===== src/rtl/dfms_pkg.sv =====
// ----------------------------------------------------------------------------
// dfms_pkg - shared definitions for the deduplicating message store
// Widths, operation and status codes, and the control bundle that the
// sequencer hands to the entry store.
// ----------------------------------------------------------------------------
package dfms_pkg;

  localparam int STORE_DEPTH_DEF = 64;
  localparam int ID_W            = 256;
  localparam int WORD_W          = 64;
  localparam int HANDLE_W        = 32;
  localparam int TALLY_W         = 7;
  localparam int OPCODE_W        = 2;
  localparam int STATUS_W        = 3;

  typedef logic [ID_W-1:0]     id_t;
  typedef logic [HANDLE_W-1:0] handle_t;

  typedef enum logic [OPCODE_W-1:0] {
    OP_ADD   = 2'd0,
    OP_MARK  = 2'd1,
    OP_LIST  = 2'd2,
    OP_COUNT = 2'd3
  } opcode_t;

  typedef enum logic [STATUS_W-1:0] {
    ST_ADDED      = 3'd0,
    ST_DUPLICATE  = 3'd1,
    ST_MARKED     = 3'd2,
    ST_NOT_FOUND  = 3'd3,
    ST_LIST_ENTRY = 3'd4,
    ST_LIST_EMPTY = 3'd5,
    ST_COUNT      = 3'd6
  } status_t;

  // Control bundle from the sequencer to the entry store.
  typedef struct packed {
    logic rd_en;
    logic wr_en;
    logic mark_en;
    logic mark_val;
  } store_ctl_t;

endpackage


===== src/rtl/dfms_match.sv =====
// ----------------------------------------------------------------------------
// dfms_match - shared id comparator
// Compares one stored id against the search key each cycle and registers
// the verdict together with the slot it belongs to.
// ----------------------------------------------------------------------------
module dfms_match #(
  parameter int SLOT_W = 6
) (
  input  logic              clk,
  input  logic              rst,
  input  logic              in_valid,
  input  logic [SLOT_W-1:0] in_slot,
  input  dfms_pkg::id_t     stored_id,
  input  dfms_pkg::id_t     key,
  output logic              hit_valid,
  output logic              hit,
  output logic [SLOT_W-1:0] hit_slot
);

  always_ff @(posedge clk) begin
    if (rst) begin
      hit_valid <= 1'b0;
    end else begin
      hit_valid <= in_valid;
    end
    hit      <= (stored_id == key);
    hit_slot <= in_slot;
  end

endmodule


===== config.mk =====
export PLATFORM = sky130hd
export DESIGN_NAME = dfms_match
export DESIGN_NICKNAME = d
export VERILOG_FILES = /design/src/rtl/dfms_pkg.sv /design/src/rtl/dfms_match.sv
export SDC_FILE = /design/constraint.sdc
export NUM_CORES = 1
export LEC_CHECK = 0
export ABC_CLOCK_PERIOD_IN_PS = 1300
export BUFFER_PORTS_ARGS = -buffer_cell sky130_fd_sc_hd__buf_2
export CAP_MARGIN = 20
export CORE_AREA = 10 10 197 199
export DETAILED_ROUTE_END_ITERATION = 8
export DIE_AREA = 0 0 207 209
export SYNTH_ARGS = -nofsm -noshare
export SYNTH_HDL_FRONTEND = slang
export SYNTH_SLANG_ARGS = --single-unit

===== constraint.sdc =====
create_clock -name clk -period 1.3 [get_ports clk]
set_input_delay 0.325 -clock clk [delete_from_list [all_inputs] [get_ports clk]]
set_output_delay 0.325 -clock clk [all_outputs]
set_load 0.1 [all_outputs]

==> impl_results.html <==
<table>
<tr><th>Metric</th><th>Value</th></tr>
<tr><th colspan="2">Timing</th></tr>
<tr><td>Final critical path time including I/O delays and setup</td><td>1523 ps</td></tr>
<tr><td>Final Slew Violations</td><td>0</td></tr>
<tr><td>Worst slew pin tran</td><td>269.7 ps</td></tr>
<tr><td>Final worst path period share</td><td>117.2%</td></tr>
<tr><td>Setup ws final</td><td>-223.1 ps</td></tr>
<tr><td>Worst slew margin relative to its limit</td><td>81.86%</td></tr>
<tr><td>Max Clock Freq</td><td>0.6566 GHz</td></tr>
<tr><td>Final count of hold timing violations</td><td>0</td></tr>
<tr><td>RSZ-0062 raised after global routing</td><td>yes</td></tr>
<tr><td>Final setup violation count</td><td>1</td></tr>
<tr><th colspan="2">Route</th></tr>
<tr><td>Met2 Wirelength</td><td>11.87 mm</td></tr>
<tr><td>Via Count</td><td>4660</td></tr>
<tr><td>Average via count per standard cell</td><td>3.439</td></tr>
<tr><td>Routed Antenna Nets</td><td>0</td></tr>
<tr><td>DRC violation total after the first TritonRoute iteration</td><td>196</td></tr>
<tr><td>DRC violation count after routing</td><td>0</td></tr>
<tr><td>Drt wl/cell</td><td>16.42 um</td></tr>
<tr><td>DRT met1 WL</td><td>7.377 mm</td></tr>
<tr><td>Total Routed Length</td><td>22.25 mm</td></tr>
<tr><td>Detail Route met3 WL</td><td>2.497 mm</td></tr>
<tr><td>Highest metal layer used by the detailed router</td><td>met5</td></tr>
<tr><td>Total iterations of the first detailed-routing run</td><td>4</td></tr>
<tr><th colspan="2">Finish</th></tr>
<tr><td>Utilization after layout</td><td>19.53%</td></tr>
<tr><td>Share of layout cells above drive strength 1</td><td>65.51%</td></tr>
<tr><td>Total number of nets in the final design</td><td>1416</td></tr>
<tr><td>Signed area change from the synthesized netlist to the final layout</td><td>131.8%</td></tr>
<tr><td>Fill cell total of the finished layout</td><td>3916</td></tr>
<tr><th colspan="2">Setup path</th></tr>
<tr><td>Data required, critical path</td><td>1450 ps</td></tr>
<tr><td>Crit path largest cell delay</td><td>310 ps</td></tr>
<tr><td>Cell occurring most often along the worst timing path</td><td>sky130_fd_sc_hd__nand4_1</td></tr>
<tr><td>Sequence of cells on the critical path</td><td>buf_2 -&gt; xnor2_1 -&gt; nand4_1 -&gt; nor4_1 -&gt; buf_4 -&gt; nand4_1 -&gt; nor4_2</td></tr>
<tr><td>Crit path DAT</td><td>1680 ps</td></tr>
<tr><td>Crit Path Class</td><td>input pin to register</td></tr>
<tr><td>Category of the worst setup path capture point</td><td>register</td></tr>
<tr><td>Nature of the critical path startpoint</td><td>input pin</td></tr>
<tr><td>Slowest-stage cell, CP</td><td>sky130_fd_sc_hd__nor4_1</td></tr>
<tr><td>Highest net fanout along the worst path</td><td>1</td></tr>
<tr><th colspan="2">Synthesis</th></tr>
<tr><td>Synthesis-stage register bit count</td><td>8</td></tr>
<tr><td>Cells after synthesis</td><td>350</td></tr>
<tr><td>Per-instance average area after synthesis</td><td>8.437 sq um</td></tr>
<tr><td>Leading post-synthesis cells by cell area</td><td>sky130_fd_sc_hd__xnor2_1, sky130_fd_sc_hd__nand4_1, sky130_fd_sc_hd__dfxtp_1</td></tr>
<tr><td>Portion of the post-synthesis area used by sequential elements</td><td>5.424%</td></tr>
<tr><td>Top cell type's share of synthesized area</td><td>75.93%</td></tr>
<tr><td>Yosys cell types</td><td>6</td></tr>
<tr><td>Net count after synthesis</td><td>871</td></tr>
<tr><td>Post-Syn Area</td><td>0.002953 sq mm</td></tr>
<tr><td>Cell taking the most area after synthesis</td><td>sky130_fd_sc_hd__xnor2_1</td></tr>
<tr><td>YS warnings</td><td>0</td></tr>
<tr><th colspan="2">Clocking</th></tr>
<tr><td>H-tree levels</td><td>1</td></tr>
<tr><td>Clock slew seen by the registers of the worst setup and hold paths</td><td>50 ps</td></tr>
<tr><td>Root cell of the clock tree</td><td>sky130_fd_sc_hd__clkbuf_16</td></tr>
<tr><td>CTS sink cnt</td><td>8</td></tr>
<tr><td>Number of buffers inserted to repair setup after CTS</td><td>0</td></tr>
<tr><td>CTS buffer count</td><td>3</td></tr>
<tr><td>Clock tree buffer depth</td><td>2</td></tr>
<tr><td>CTS tree</td><td>yes</td></tr>
<tr><th colspan="2">Placed design</th></tr>
<tr><td>Worst slack at placement</td><td>-720.2 ps</td></tr>
<tr><td>Port bufs</td><td>528</td></tr>
<tr><td>Final HPWL from detailed placement</td><td>21.26 mm</td></tr>
<tr><td>Weighted congestion at the end of routability-driven global placement</td><td>0.9579</td></tr>
<tr><th colspan="2">Job</th></tr>
<tr><td>Count of maximum capacitance violations</td><td>0</td></tr>
<tr><th colspan="2">Floorplan</th></tr>
<tr><td>Starting Density</td><td>8.424%</td></tr>
<tr><td>Number of placement rows</td><td>69</td></tr>
<tr><td>Die Width</td><td>207 um</td></tr>
<tr><td>Floorplan die area</td><td>0.04326 sq mm</td></tr>
<tr><td>I/O pin cnt</td><td>529</td></tr>
<tr><td>Die Span Y</td><td>209 um</td></tr>
<tr><td>Core Region</td><td>0.03505 sq mm</td></tr>
<tr><th colspan="2">Global route</th></tr>
<tr><td>Sum of overflow across all layers after global routing</td><td>0</td></tr>
<tr><td>Via count of the first global-routing pass</td><td>5529</td></tr>
<tr><td>Initial antenna violation count</td><td>7</td></tr>
<tr><td>Global-route wire length before repair</td><td>31.03 mm</td></tr>
<tr><td>Overall fraction of global-route tracks in use</td><td>9.238%</td></tr>
<tr><td>Pin count of the biggest net entering global routing</td><td>5</td></tr>
<tr><th colspan="2">Run status</th></tr>
<tr><td>Failing checks</td><td>negative setup slack</td></tr>
<tr><td>Outcome</td><td>finished with violations</td></tr>
<tr><th colspan="2">Worst hold path</th></tr>
<tr><td>Class of the tightest hold or removal check</td><td>input pin to register</td></tr>
<tr><th colspan="2">Pwr</th></tr>
<tr><td>Power density over the cells</td><td>421.7 mW/mm^2</td></tr>
<tr><td>Leakage component of the power</td><td>3.069 nW</td></tr>
<tr><td>IR drop worst, VDD</td><td>0.4233 mV</td></tr>
</table>
[Yosys cell counts]
master	number
sky130_fd_sc_hd__nor4_2	2
sky130_fd_sc_hd__dfxtp_1	8
sky130_fd_sc_hd__nor4_1	15
sky130_fd_sc_hd__xnor2_1	256
sky130_fd_sc_hd__nand4_1	68
sky130_fd_sc_hd__nor2b_1	1
[cell type report]
cell class              instances  area (sq um)  area share (%)
clock buffers                   3         75.07           1.097
repair buffers                540          2934           42.86
flip-flops and latches          8         160.2           2.340
multi-input cells             342          3097           45.24
well taps                     461         576.8           8.426
diodes                          1         2.502         0.03656
[layer usage]
layer,global-route usage (%),vias to the layer above
met5,0,-
met4,2.039,2
met3,3.609,26
met2,18.21,358
met1,8.731,1965
li1,-,2309
[logic make-up (layout without fill, tap and decap cells)]
logic type    after synthesis  in the layout  synth area share (%)
xor+xnor                  256            256                 75.93
simple gates               86             86                 18.64
flops                       8              8                 5.424
other cells                 0              1                     0
buf+inv                     0            543                     0
[metrics by stage]
| stage | instance area (sq um) | hold WS (ps) | setup TNS, ps | std cells | power, mW |
|---|---|---|---|---|---|
| floorplan | 2953 | 352.7 | 0 | 350 | 1.106 |
| detailed placement | 6382 | 429.0 | -720.2 | 1351 | 2.232 |
| global placement | 6382 | 429.2 | -675.7 | 1351 | 2.199 |
| global route | 6845 | 180.3 | -348.8 | 1355 | 3.093 |
| finish | 6845 | 185.8 | -223.1 | 1355 | 2.887 |
| CTS | 6630 | 178.6 | -249.1 | 1354 | 2.882 |
[worst max-delay path, delay by kind of cell]
| family | cells | cell delay [ps] |
|---|---|---|
| and+or+nand+nor | 4 | 870 |
| xor gates and xnor gates | 1 | 210 |
| buffers and inverters | 2 | 260 |
[cells in the final DEF (no fill, tap or decap)]
| master | Yosys | layout |
|---|---|---|
| sky130_fd_sc_hd__buf_12 | 0 | 8 |
| sky130_fd_sc_hd__buf_2 | 0 | 507 |
| sky130_fd_sc_hd__buf_4 | 0 | 12 |
| sky130_fd_sc_hd__buf_6 | 0 | 13 |
| sky130_fd_sc_hd__clkbuf_16 | 0 | 3 |
| sky130_fd_sc_hd__dfxtp_1 | 8 | 8 |
| sky130_fd_sc_hd__diode_2 | 0 | 1 |
| sky130_fd_sc_hd__nand4_1 | 68 | 68 |
| sky130_fd_sc_hd__nor2b_1 | 1 | 1 |
| sky130_fd_sc_hd__nor4_1 | 15 | 4 |
| sky130_fd_sc_hd__nor4_2 | 2 | 11 |
| sky130_fd_sc_hd__nor4_4 | 0 | 2 |
| sky130_fd_sc_hd__xnor2_1 | 256 | 227 |
| sky130_fd_sc_hd__xnor2_2 | 0 | 29 |
[flip-flops by register name, indices dropped and copies added, names as in the netlist]
register   cells
hit_valid      1
hit_slot       6
hit            1
[where the power goes]
part           internal, mW  switching, mW  leakage (nW)
Clock                 0.399          0.145        0.0370
Sequential            0.258        0.00935        0.0670
Combinational          1.24          0.838          2.96
Total                  1.89          0.992          3.07
[final timing paths]
check / startpoint / cells after the start / endpoint
max: key[240] / 7 / hit
min: in_slot[5] / 1 / hit_slot[5]
[timing repair]
item / CTS / global route
pin swaps: 21 / 17
hold buffers: 0 / 0
gates resized for setup: 24 / 33
endpoints found under the hold margin: 0 / 0
setup endpoints to repair: 1 / 1
(Power assumes the default switching activity.)
