$ cat config.mk
export PLATFORM = sky130hd
export DESIGN_NAME = dfms_ctrl
export DESIGN_NICKNAME = d
export VERILOG_FILES = /design/src/rtl/dfms_pkg.sv /design/src/rtl/dfms_ctrl.sv
export SDC_FILE = /design/constraint.sdc
export NUM_CORES = 1
export LEC_CHECK = 0
export BUFFER_PORTS_ARGS = -buffer_cell sky130_fd_sc_hd__buf_2
export CAP_MARGIN = 20
export CORE_AREA = 10 10 460 462
export DETAILED_ROUTE_END_ITERATION = 10
export DIE_AREA = 0 0 470 472
export PLACE_DENSITY = 0.37
export SLEW_MARGIN = 40
export SYNTH_ARGS = -nofsm -noshare
export SYNTH_HDL_FRONTEND = slang
export SYNTH_SLANG_ARGS = --single-unit
$ cat constraint.sdc
create_clock -name clk -period 18.9 [get_ports clk]
set_clock_uncertainty 0.05 [all_clocks]
set_input_delay 1.89 -clock clk [delete_from_list [all_inputs] [get_ports clk]]
set_output_delay 1.89 -clock clk [all_outputs]
set_load 0.01 [all_outputs]
$ cat src/rtl/dfms_pkg.sv
// ----------------------------------------------------------------------------
// dfms_pkg - shared definitions for the deduplicating message store
// Widths, operation and status codes, and the control bundle that the
// sequencer hands to the entry store.
// ----------------------------------------------------------------------------
package dfms_pkg;

  localparam int STORE_DEPTH_DEF = 64;
  localparam int ID_W            = 256;
  localparam int WORD_W          = 64;
  localparam int HANDLE_W        = 32;
  localparam int TALLY_W         = 7;
  localparam int OPCODE_W        = 2;
  localparam int STATUS_W        = 3;

  typedef logic [ID_W-1:0]     id_t;
  typedef logic [HANDLE_W-1:0] handle_t;

  typedef enum logic [OPCODE_W-1:0] {
    OP_ADD   = 2'd0,
    OP_MARK  = 2'd1,
    OP_LIST  = 2'd2,
    OP_COUNT = 2'd3
  } opcode_t;

  typedef enum logic [STATUS_W-1:0] {
    ST_ADDED      = 3'd0,
    ST_DUPLICATE  = 3'd1,
    ST_MARKED     = 3'd2,
    ST_NOT_FOUND  = 3'd3,
    ST_LIST_ENTRY = 3'd4,
    ST_LIST_EMPTY = 3'd5,
    ST_COUNT      = 3'd6
  } status_t;

  // Control bundle from the sequencer to the entry store.
  typedef struct packed {
    logic rd_en;
    logic wr_en;
    logic mark_en;
    logic mark_val;
  } store_ctl_t;

endpackage

$ cat src/rtl/dfms_ctrl.sv
// ----------------------------------------------------------------------------
// dfms_ctrl - command sequencer
// Holds the ring pointers and occupancy, walks the store one slot a cycle
// for searches and listings, and forms the result words.
// ----------------------------------------------------------------------------
module dfms_ctrl #(
  parameter int STORE_DEPTH = dfms_pkg::STORE_DEPTH_DEF,
  parameter int SLOT_W      = $clog2(STORE_DEPTH),
  parameter int CNT_W       = $clog2(STORE_DEPTH + 1)
) (
  input  logic                              clk,
  input  logic                              rst,
  input  logic                              start,
  input  logic [dfms_pkg::OPCODE_W-1:0]     opcode,
  input  dfms_pkg::id_t                     key_in,
  input  dfms_pkg::handle_t                 handle_in,
  input  logic                              read_flag_in,
  input  logic                              skip_read_in,
  input  logic [dfms_pkg::TALLY_W-1:0]      limit_in,
  output logic                              busy,
  // store side
  output dfms_pkg::store_ctl_t              ctl,
  output logic [SLOT_W-1:0]                 rd_slot,
  output logic [SLOT_W-1:0]                 wr_slot,
  output dfms_pkg::handle_t                 wr_handle,
  input  dfms_pkg::id_t                     rd_id,
  input  dfms_pkg::handle_t                 rd_handle,
  input  logic                              rd_mark,
  // comparator side
  output dfms_pkg::id_t                     key,
  output logic                              cmp_valid,
  output logic [SLOT_W-1:0]                 cmp_slot,
  input  logic                              hit_valid,
  input  logic                              hit,
  input  logic [SLOT_W-1:0]                 hit_slot,
  // results
  output logic                              done,
  output logic [dfms_pkg::STATUS_W-1:0]     status,
  output dfms_pkg::id_t                     out_id,
  output dfms_pkg::handle_t                 out_handle,
  output logic                              out_read,
  output logic [dfms_pkg::TALLY_W-1:0]      tally,
  output logic                              last
);

  localparam logic [SLOT_W-1:0] LAST_SLOT = SLOT_W'(STORE_DEPTH - 1);
  localparam logic [CNT_W-1:0]  FULL_CNT  = CNT_W'(STORE_DEPTH);

  typedef enum logic [2:0] {
    S_IDLE = 3'b001,
    S_SRCH = 3'b010,
    S_LIST = 3'b100
  } state_t;

  state_t                         state;
  state_t                         state_next;
  logic [dfms_pkg::OPCODE_W-1:0]  op;
  logic                           flag;
  logic                           skip_read;
  logic [dfms_pkg::TALLY_W-1:0]   limit;
  logic [SLOT_W-1:0]              oldest;
  logic [SLOT_W-1:0]              tail;
  logic [CNT_W-1:0]               occ;
  logic [SLOT_W-1:0]              walk_slot;
  logic [CNT_W-1:0]               walk_left;
  logic [dfms_pkg::TALLY_W-1:0]   cnt;
  logic                           pend_valid;
  dfms_pkg::id_t                  pend_id;
  dfms_pkg::handle_t              pend_handle;
  logic                           pend_mark;
  logic [dfms_pkg::TALLY_W-1:0]   pend_tally;

  logic                           issue;
  logic                           found;
  logic                           miss;
  logic                           full;
  logic                           finish;
  logic                           sel;
  logic                           is_add;
  logic [SLOT_W-1:0]              tail_inc;
  logic [SLOT_W-1:0]              tail_dec;
  logic [SLOT_W-1:0]              oldest_inc;
  logic [SLOT_W-1:0]              walk_inc;
  logic [SLOT_W-1:0]              walk_dec;

  logic                           emit;
  logic [dfms_pkg::STATUS_W-1:0]  status_next;
  dfms_pkg::id_t                  out_id_next;
  dfms_pkg::handle_t              out_handle_next;
  logic                           out_read_next;
  logic [dfms_pkg::TALLY_W-1:0]   tally_next;
  logic                           last_next;

  assign busy       = (state != S_IDLE);
  assign is_add     = (op == dfms_pkg::OP_ADD);
  assign full       = (occ == FULL_CNT);
  assign tail_inc   = (tail == LAST_SLOT) ? '0 : tail + 1'b1;
  assign tail_dec   = (tail == '0) ? LAST_SLOT : tail - 1'b1;
  assign oldest_inc = (oldest == LAST_SLOT) ? '0 : oldest + 1'b1;
  assign walk_inc   = (walk_slot == LAST_SLOT) ? '0 : walk_slot + 1'b1;
  assign walk_dec   = (walk_slot == '0) ? LAST_SLOT : walk_slot - 1'b1;

  // A hit ends a search at once; a miss waits until the walk and both
  // pipeline stages are empty.
  assign found  = (state == S_SRCH) && hit_valid && hit;
  assign miss   = (state == S_SRCH) && !hit_valid && !cmp_valid && (walk_left == '0);
  assign finish = (state == S_LIST) &&
                  ((cnt >= limit) || ((walk_left == '0) && !cmp_valid));
  assign sel    = (state == S_LIST) && !finish && cmp_valid && !(skip_read && rd_mark);
  assign issue  = (walk_left != '0) &&
                  (((state == S_SRCH) && !found) || ((state == S_LIST) && !finish));

  assign rd_slot      = walk_slot;
  assign wr_slot      = is_add ? tail : hit_slot;

  always_comb begin
    ctl.rd_en    = issue;
    ctl.wr_en    = miss && is_add;
    ctl.mark_en  = (miss && is_add) || (found && (op == dfms_pkg::OP_MARK));
    ctl.mark_val = is_add ? flag : 1'b1;
  end

  always_comb begin
    state_next      = state;
    emit            = 1'b0;
    status_next     = dfms_pkg::ST_COUNT;
    out_id_next     = '0;
    out_handle_next = '0;
    out_read_next   = 1'b0;
    tally_next      = '0;
    last_next       = 1'b1;
    unique case (state)
      S_IDLE: begin
        if (start) begin
          unique case (opcode)
            dfms_pkg::OP_ADD, dfms_pkg::OP_MARK: state_next = S_SRCH;
            dfms_pkg::OP_LIST:                   state_next = S_LIST;
            default: begin
              emit       = 1'b1;
              tally_next = dfms_pkg::TALLY_W'(occ);
            end
          endcase
        end
      end
      S_SRCH: begin
        if (found) begin
          emit        = 1'b1;
          status_next = is_add ? dfms_pkg::ST_DUPLICATE : dfms_pkg::ST_MARKED;
          state_next  = S_IDLE;
        end else if (miss) begin
          emit        = 1'b1;
          status_next = is_add ? dfms_pkg::ST_ADDED : dfms_pkg::ST_NOT_FOUND;
          state_next  = S_IDLE;
        end
      end
      S_LIST: begin
        // The selected entry is held back in the pend registers so that the final
        // one can carry the last flag.
        if (finish) begin
          emit       = 1'b1;
          state_next = S_IDLE;
          if (pend_valid) begin
            status_next     = dfms_pkg::ST_LIST_ENTRY;
            out_id_next     = pend_id;
            out_handle_next = pend_handle;
            out_read_next   = pend_mark;
            tally_next      = pend_tally;
          end else begin
            status_next = dfms_pkg::ST_LIST_EMPTY;
          end
        end else if (sel && pend_valid) begin
          emit            = 1'b1;
          status_next     = dfms_pkg::ST_LIST_ENTRY;
          out_id_next     = pend_id;
          out_handle_next = pend_handle;
          out_read_next   = pend_mark;
          tally_next      = pend_tally;
          last_next       = 1'b0;
        end
      end
      default: state_next = S_IDLE;
    endcase
  end

  always_ff @(posedge clk) begin
    if (rst) begin
      state      <= S_IDLE;
      oldest     <= '0;
      tail       <= '0;
      occ        <= '0;
      walk_left  <= '0;
      cnt        <= '0;
      cmp_valid  <= 1'b0;
      pend_valid <= 1'b0;
      done       <= 1'b0;
    end else begin
      state     <= state_next;
      cmp_valid <= issue;
      done      <= emit;
      if (issue) begin
        walk_left <= walk_left - CNT_W'(1);
        walk_slot <= (state == S_LIST) ? walk_dec : walk_inc;
      end
      if ((state == S_IDLE) && start) begin
        key         <= key_in;
        wr_handle   <= handle_in;
        op          <= opcode;
        flag        <= read_flag_in;
        skip_read   <= skip_read_in;
        limit       <= limit_in;
        walk_left   <= occ;
        walk_slot   <= (opcode == dfms_pkg::OP_LIST) ? tail_dec : oldest;
        cnt         <= '0;
        pend_valid  <= 1'b0;
      end
      if (ctl.wr_en) begin
        tail <= tail_inc;
        if (full) begin
          oldest <= oldest_inc;
        end else begin
          occ <= occ + CNT_W'(1);
        end
      end
      if (sel) begin
        pend_valid  <= 1'b1;
        pend_id     <= rd_id;
        pend_handle <= rd_handle;
        pend_mark   <= rd_mark;
        pend_tally  <= cnt + 1'b1;
        cnt         <= cnt + 1'b1;
      end
    end
    cmp_slot <= walk_slot;
    if (emit) begin
      status     <= status_next;
      out_id     <= out_id_next;
      out_handle <= out_handle_next;
      out_read   <= out_read_next;
      tally      <= tally_next;
      last       <= last_next;
    end
  end

endmodule

==> results.py, run 1 <==
metrics = {
    "cells_and_area": {
        "final_area_um2": 45080,
        "multi_input_area_um2": 3766,
        "stdcell_count": 5685,
        "drive_gt1_share_pct": 47.20,
        "syn_to_final_growth_pct": 40.84,
        "fin_nets": 3527,
        "fillers": 21500,
        "fin_util_pct": 22.33,
        "register_area_um2": 27960,
    },
    "place": {
        "numPortBuffers": 1211,
        "place_congestion": 0.8250,
        "numPlacedInstances": 5462,
        "dpl.hpwl_mm": 120.4,
        "place_area_um2": 41520,
    },
    "sta": {
        "finalMaxSlewViolations": 0,
        "fin_crit_ps": 6274,
        "fmax_ghz": 0.1594,
        "finalCritPeriodShare_pct": 33.20,
        "maxSlewHeadroom_pct": 44.44,
        "fin_tns_setup_ps": 0,
        "finalHoldViolations": 0,
        "worst_pin_slew_ps": 831.3,
        "setup_viol": 0,
        "grt_setup_unrepaired": "no",
    },
    "synth": {
        "synthFlopType": "edfxtp_1",
        "ys_top_cells_by_count": "edfxtp_1, and2_1, dfxtp_1, clkbuf_1, nand2_1",
        "synth_top_area_share_pct": 84.52,
        "syn_inst": 1605,
        "synth_area_leaders": "edfxtp_1, and2_1, dfxtp_1",
        "synth_most_common_cell": "edfxtp_1",
        "avgSynthCellArea_um2": 19.94,
        "syn_area_um2": 32010,
        "synth_nets": 2223,
        "synthArstFlopShare_pct": 0,
        "yosysWarningCount": 0,
        "ys_seq_area_share_pct": 87.34,
        "ys_ff_latch": 946,
        "synth_edf_count": 901,
        "synthDistinctLibCells": 58,
        "post-synth-top-area-cell": "edfxtp_1",
    },
    "clock_network": {
        "ctsHoldBuffers": 0,
        "numCtsBuffers": 115,
        "cts_tree": "done",
        "clockRootBuffer": "clkbuf_16",
        "cts.sinks": 946,
        "cts-resized-gates": 0,
        "cts.htree.levels": 3,
        "clk_latency_ps": 740,
        "clock_path_buffers": 3,
        "clk_pin_slew_ps": 50,
        "post-cts-setup-buffers": 0,
    },
    "critical_path": {
        "crit_path_max_incr_delay_ps": 730,
        "r2r_cells": 8,
        "path_cells": "buf_2, nand2_1, nor2_1, a221o_4, buf_4, buf_6, buf_4, buf_4",
        "critPathBufInv": 5,
        "worstPathArrival_ps": 6570,
        "end_kind": "register",
        "cp_slowest_cell": "nor2_1",
        "worstReg2RegEnd": "out_id[148]$_SDFFCE_PN0P_",
        "path_class": "in -> reg",
        "cpMostUsedCell": "buf_4",
        "rrSetupSlack_ps": 12690,
        "cp-start-kind": "primary input",
        "critPathMaxFanout": 64,
        "worst_ep_required_time_ps": 19200,
        "worst_r2r_startpoint": "state[0]$_SDFFE_PP1P_",
        "cp-startpoint": "start",
        "cp_top_family": "buffers and inverters",
    },
    "drt": {
        "drt-total-wl_mm": 150.3,
        "wire_per_inst_um": 26.44,
        "firstDrtPassIters": 4,
        "routed_via_density": 3.460,
        "drc": 0,
        "via_count": 19670,
        "drt_iter0_drc": 1339,
        "postRouteAntennaNets": 0,
    },
    "run": {
        "cap_violations": 0,
    },
    "worst_hold_path": {
        "holdPathStages": 2,
        "hold_end": "walk_left[1]$_SDFFE_PP0N_",
        "hold_class": "reg -> reg",
        "worstHoldStart": "walk_left[1]$_SDFFE_PP0N_",
    },
    "pwr": {
        "ir_drop_v": 0.00007047,
        "power_per_cell_area_nw_per_um2": 104.8,
        "total_power_w": 0.004726,
        "p_leak_nw": 16.89,
    },
    "grt": {
        "grt_util_met2_pct": 23.29,
        "grt_use_met3_pct": 7.399,
        "grt_pass1_wl_mm": 194.7,
        "grt_pass1_vias": 20190,
        "busiest_layer": "met2",
        "grt_remaining_overflow": 0,
        "grt_max_degree": 88,
        "use_met1_pct": 12.93,
        "grt_usage_pct": 12.90,
        "antenna_found_initial": 95,
    },
    "floorplanning": {
        "pin_count": 1212,
        "initial_core_util_pct": 15.85,
        "num_rows": 165,
        "die_x_um": 470,
        "coreArea_um2": 201900,
        "die_area_um2": 221800,
        "die_h_um": 472,
    },
    "outcome": {
        "status": "completed",
    },
}
cell families (layout without fill, tap and decap cells):
group / Yosys count / count (layout) / synth area share, %
AO/OA/AOI/OAI: 87 / 87 / 1.845
flip-flops: 946 / 946 / 87.34
adder cells (fa/ha/maj): 19 / 19 / 0.7427
buffers and inverters: 77 / 1468 / 1.020
AND/OR/NAND/NOR: 443 / 443 / 8.103
other: 0 / 17 / 0
XOR/XNOR: 26 / 26 / 0.7114
multiplexers: 7 / 7 / 0.2423
per-stage QoR:
stage	hold slack, ps	worst slack, ps
floorplan	383.7	3015
global placement	415.8	11640
detailed placement	427.3	11520
CTS	435.3	12360
global route	447.2	12160
finish	429.3	12630
tightest hold or removal path: cells and delay by family (launching register included):
kind,cells,cell delay [ps]
flip-flops,1,310
AND/OR/NAND/NOR,1,60
AO/OA/AOI/OAI,1,50
layout make-up:
class | instances | share of cell area [%]
Clock buffer | 143 | 6.686
Inverter | 23 | 0.1915
Antenna cell | 17 | 0.09436
Sequential cell | 946 | 62.01
Clock inverter | 61 | 1.019
Multi-Input combinational cell | 582 | 8.353
Timing Repair Buffer | 1241 | 14.23
Tap cell | 2672 | 7.415
per-layer routing:
layer	routed length [um]	vias up
met2	76710	1042
met5	181	-
li1	-	8658
met1	51890	9654
met3	18220	287
met4	3301	28
how the worst max path moves through the flow:
stage / slack (ps) / endpoint / cells past startpoint
6_report: 12630 / out_id[148]$_SDFFCE_PN0P_ / 8
5_1_grt: 12160 / out_id[147]$_SDFFCE_PN0P_ / 8
4_1_cts: 12360 / out_id[147]$_SDFFCE_PN0P_ / 8
3_5_place_dp: 11520 / out_id[147]$_SDFFCE_PN0P_ / 8
3_3_place_gp: 11640 / out_id[148]$_SDFFCE_PN0P_ / 8
2_1_floorplan: 3010 / flag$_DFFE_PP_ / 4
where the power goes:
| group | switching [W] | leakage, nW | internal, W | total [W] |
|---|---|---|---|---|
| Combinational | 0.000164 | 6.58 | 0.0000909 | 0.000255 |
| Sequential | 0.0000261 | 8.62 | 0.00236 | 0.00239 |
| Clock | 0.000902 | 1.69 | 0.00118 | 0.00208 |
sequential cells by signal, summed over array words and instances (netlist names), 2 cells and up:
name	cells
wr_handle	32
rd_slot	6
pend_tally	7
out_handle	32
walk_left	7
pend_id	256
tail	6
oldest	6
pend_handle	32
cmp_slot	6
status	3
cnt	7
occ	7
key	256
limit	7
op	2
tally	7
out_id	256
state	3
placed cells by master (no fill, tap or decap), types with 23 or more instances in the layout:
cell type,n
nand2_1,39
and2_1,291
clkinv_1,24
buf_2,1211
inv_1,23
edfxtp_1,901
clkbuf_16,116
nor2_1,36
clkbuf_1,26
dfxtp_1,45
a21oi_1,27
No activity file was read; power rests on OpenSTA's default activity.
==> inputs of run 2 (changes only) <==
==> constraint.sdc (replaced) <==
create_clock -name clk -period 5.93 [get_ports clk]
set_clock_uncertainty 0.05 [all_clocks]
set_input_delay 0.593 -clock clk [delete_from_list [all_inputs] [get_ports clk]]
set_output_delay 0.593 -clock clk [all_outputs]
set_load 0.01 [all_outputs]
==> run 2 against run 1 <==
- hold slack worse by 310 ps
- first-iteration DRC count decreased by 6.7%
- final cell count up 11%
- register-to-register slack worse by 10000 ps
- critical path type is now reg -> out
- critical endpoint is now ctl[2]
- largest cell class unchanged
==> results.py, run 2 (same netlist as run 1, synthesis figures left out) <==
metrics = {
    "critical_path": {
        "worst_ep_required_time_ps": 5290,
        "critPathBufInv": 3,
        "crit_path_max_incr_delay_ps": 580,
        "worstPathArrival_ps": 3070,
        "path_class": "reg -> out",
        "cp_top_family": "simple AND/OR/NAND/NOR gates",
        "cp-start-kind": "register",
        "critPathMaxFanout": 7,
        "end_kind": "primary output",
        "cp_slowest_cell": "nor3b_1",
        "path_cells": "nor3b_1, nand3b_1, or2_1, buf_4, inv_1, buf_2",
    },
    "sta": {
        "grt_setup_unrepaired": "no",
        "finalMaxSlewViolations": 0,
        "setup_ws_ps": 2216,
        "maxSlewHeadroom_pct": 47.00,
        "setup_viol": 0,
        "finalHoldViolations": 0,
        "holdWs_ps": 115.5,
        "fmax_ghz": 0.2693,
        "fin_crit_ps": 3714,
        "worst_pin_slew_ps": 795.0,
        "fin_tns_setup_ps": 0,
        "finalCritPeriodShare_pct": 62.62,
    },
    "clock_network": {
        "cts.sinks": 946,
        "clock_path_buffers": 3,
        "clockRootBuffer": "clkbuf_16",
        "cts.htree.levels": 3,
        "clk_latency_ps": 750,
        "numCtsBuffers": 116,
        "cts-resized-gates": 0,
        "clk_pin_slew_ps": 60,
        "cts_tree": "done",
    },
    "floorplanning": {
        "die_area_um2": 221800,
        "initial_core_util_pct": 15.85,
        "num_rows": 165,
        "pin_count": 1212,
        "die_h_um": 472,
        "coreArea_um2": 201900,
        "die_x_um": 470,
    },
    "cells_and_area": {
        "fin_nets": 4112,
        "fin_util_pct": 25.41,
        "final_cell_mix": "buf_2, edfxtp_1, dlygate4sd3_1",
        "fillers": 21200,
        "reg.largest.list": "key (256), out_id (256), pend_id (256)",
        "final_common_cell": "buf_2",
        "drive_gt1_share_pct": 40.20,
        "syn_to_final_growth_pct": 60.29,
    },
    "drt": {
        "firstDrtPassIters": 5,
        "drc": 0,
        "via_count": 21620,
        "drt-total-wl_mm": 153.9,
        "wire_per_inst_um": 24.47,
        "drt_iter0_drc": 1249,
        "routed_via_density": 3.438,
        "postRouteAntennaNets": 0,
    },
    "grt": {
        "grt_usage_pct": 13.30,
        "grt_pass1_vias": 23510,
        "grt_remaining_overflow": 0,
        "antenna_found_initial": 93,
        "grt_max_degree": 147,
        "grt_pass1_wl_mm": 205.5,
    },
    "worst_hold_path": {
        "hold_class": "in -> reg",
    },
    "outcome": {
        "status": "completed",
    },
    "place": {
        "place_congestion": 0.7993,
        "numPortBuffers": 1211,
        "dpl.hpwl_mm": 121.3,
        "pre_cts_ws_ps": 2592,
    },
    "pwr": {
        "ir_drop_v": 0.0002138,
        "p_leak_nw": 19.49,
        "power_per_cell_area_nw_per_um2": 309.0,
    },
    "run": {
        "cap_violations": 0,
    },
}
==> run 2: timing repair <==
action | 4_1_cts | 5_1_grt
hold buffers | 585 | 0
buffers inserted | 0 | 0
hold endpoints to repair | 585 | 0
==> run 2: final timing paths <==
path                              from                         to  slack (ps)  cells after the start
min                        key_in[162]         key[162]$_DFFE_PP_         120                      1
min reg2reg  walk_left[1]$_SDFFE_PP0N_  walk_left[1]$_SDFFE_PP0N_         430                      2
max reg2reg  walk_left[3]$_SDFFE_PP0N_  out_id[180]$_SDFFCE_PN0P_        2550                      5
max              state[1]$_SDFFE_PP0P_                     ctl[2]        2220                      6
==> run 2: power breakdown <==
| group | switching, W | internal, W | leakage (nW) |
|---|---|---|---|
| logic | 0.000622 | 0.000540 | 9.02 |
| clock network | 0.00300 | 0.00410 | 1.84 |
| registers | 0.0000723 | 0.00753 | 8.62 |
| total | 0.00369 | 0.0122 | 19.5 |
==> run 2: final cells by class <==
cell class,count,area (um2),area share (%)
well taps,2672,3343,6.516
flip-flops and latches,946,27960,54.49
clock buffers,142,3092,6.026
multi-input cells,582,3814,7.433
inverters,23,86.33,0.1683
clock inverters,74,691.9,1.349
diodes,24,60.06,0.1171
repair buffers,1825,12260,23.90
==> run 2: stage by stage <==
step	area, um2	instances	total power [W]
3_3_place_gp	41530	5461	0.008570
6_report	51310	6288	0.01586
4_1_cts	51250	6264	0.01625
3_5_place_dp	41610	5463	0.008567
2_1_floorplan	32090	1605	0.007983
5_1_grt	51280	6277	0.01652
==> run 2: routing by layer <==
metal,track usage [%],up-vias,wire length [um]
li1,-,9859,-
met2,23.32,1051,76370
met1,13.26,10370,53630
met4,5.095,22,5872
met3,7.095,315,17850
met5,0,-,128
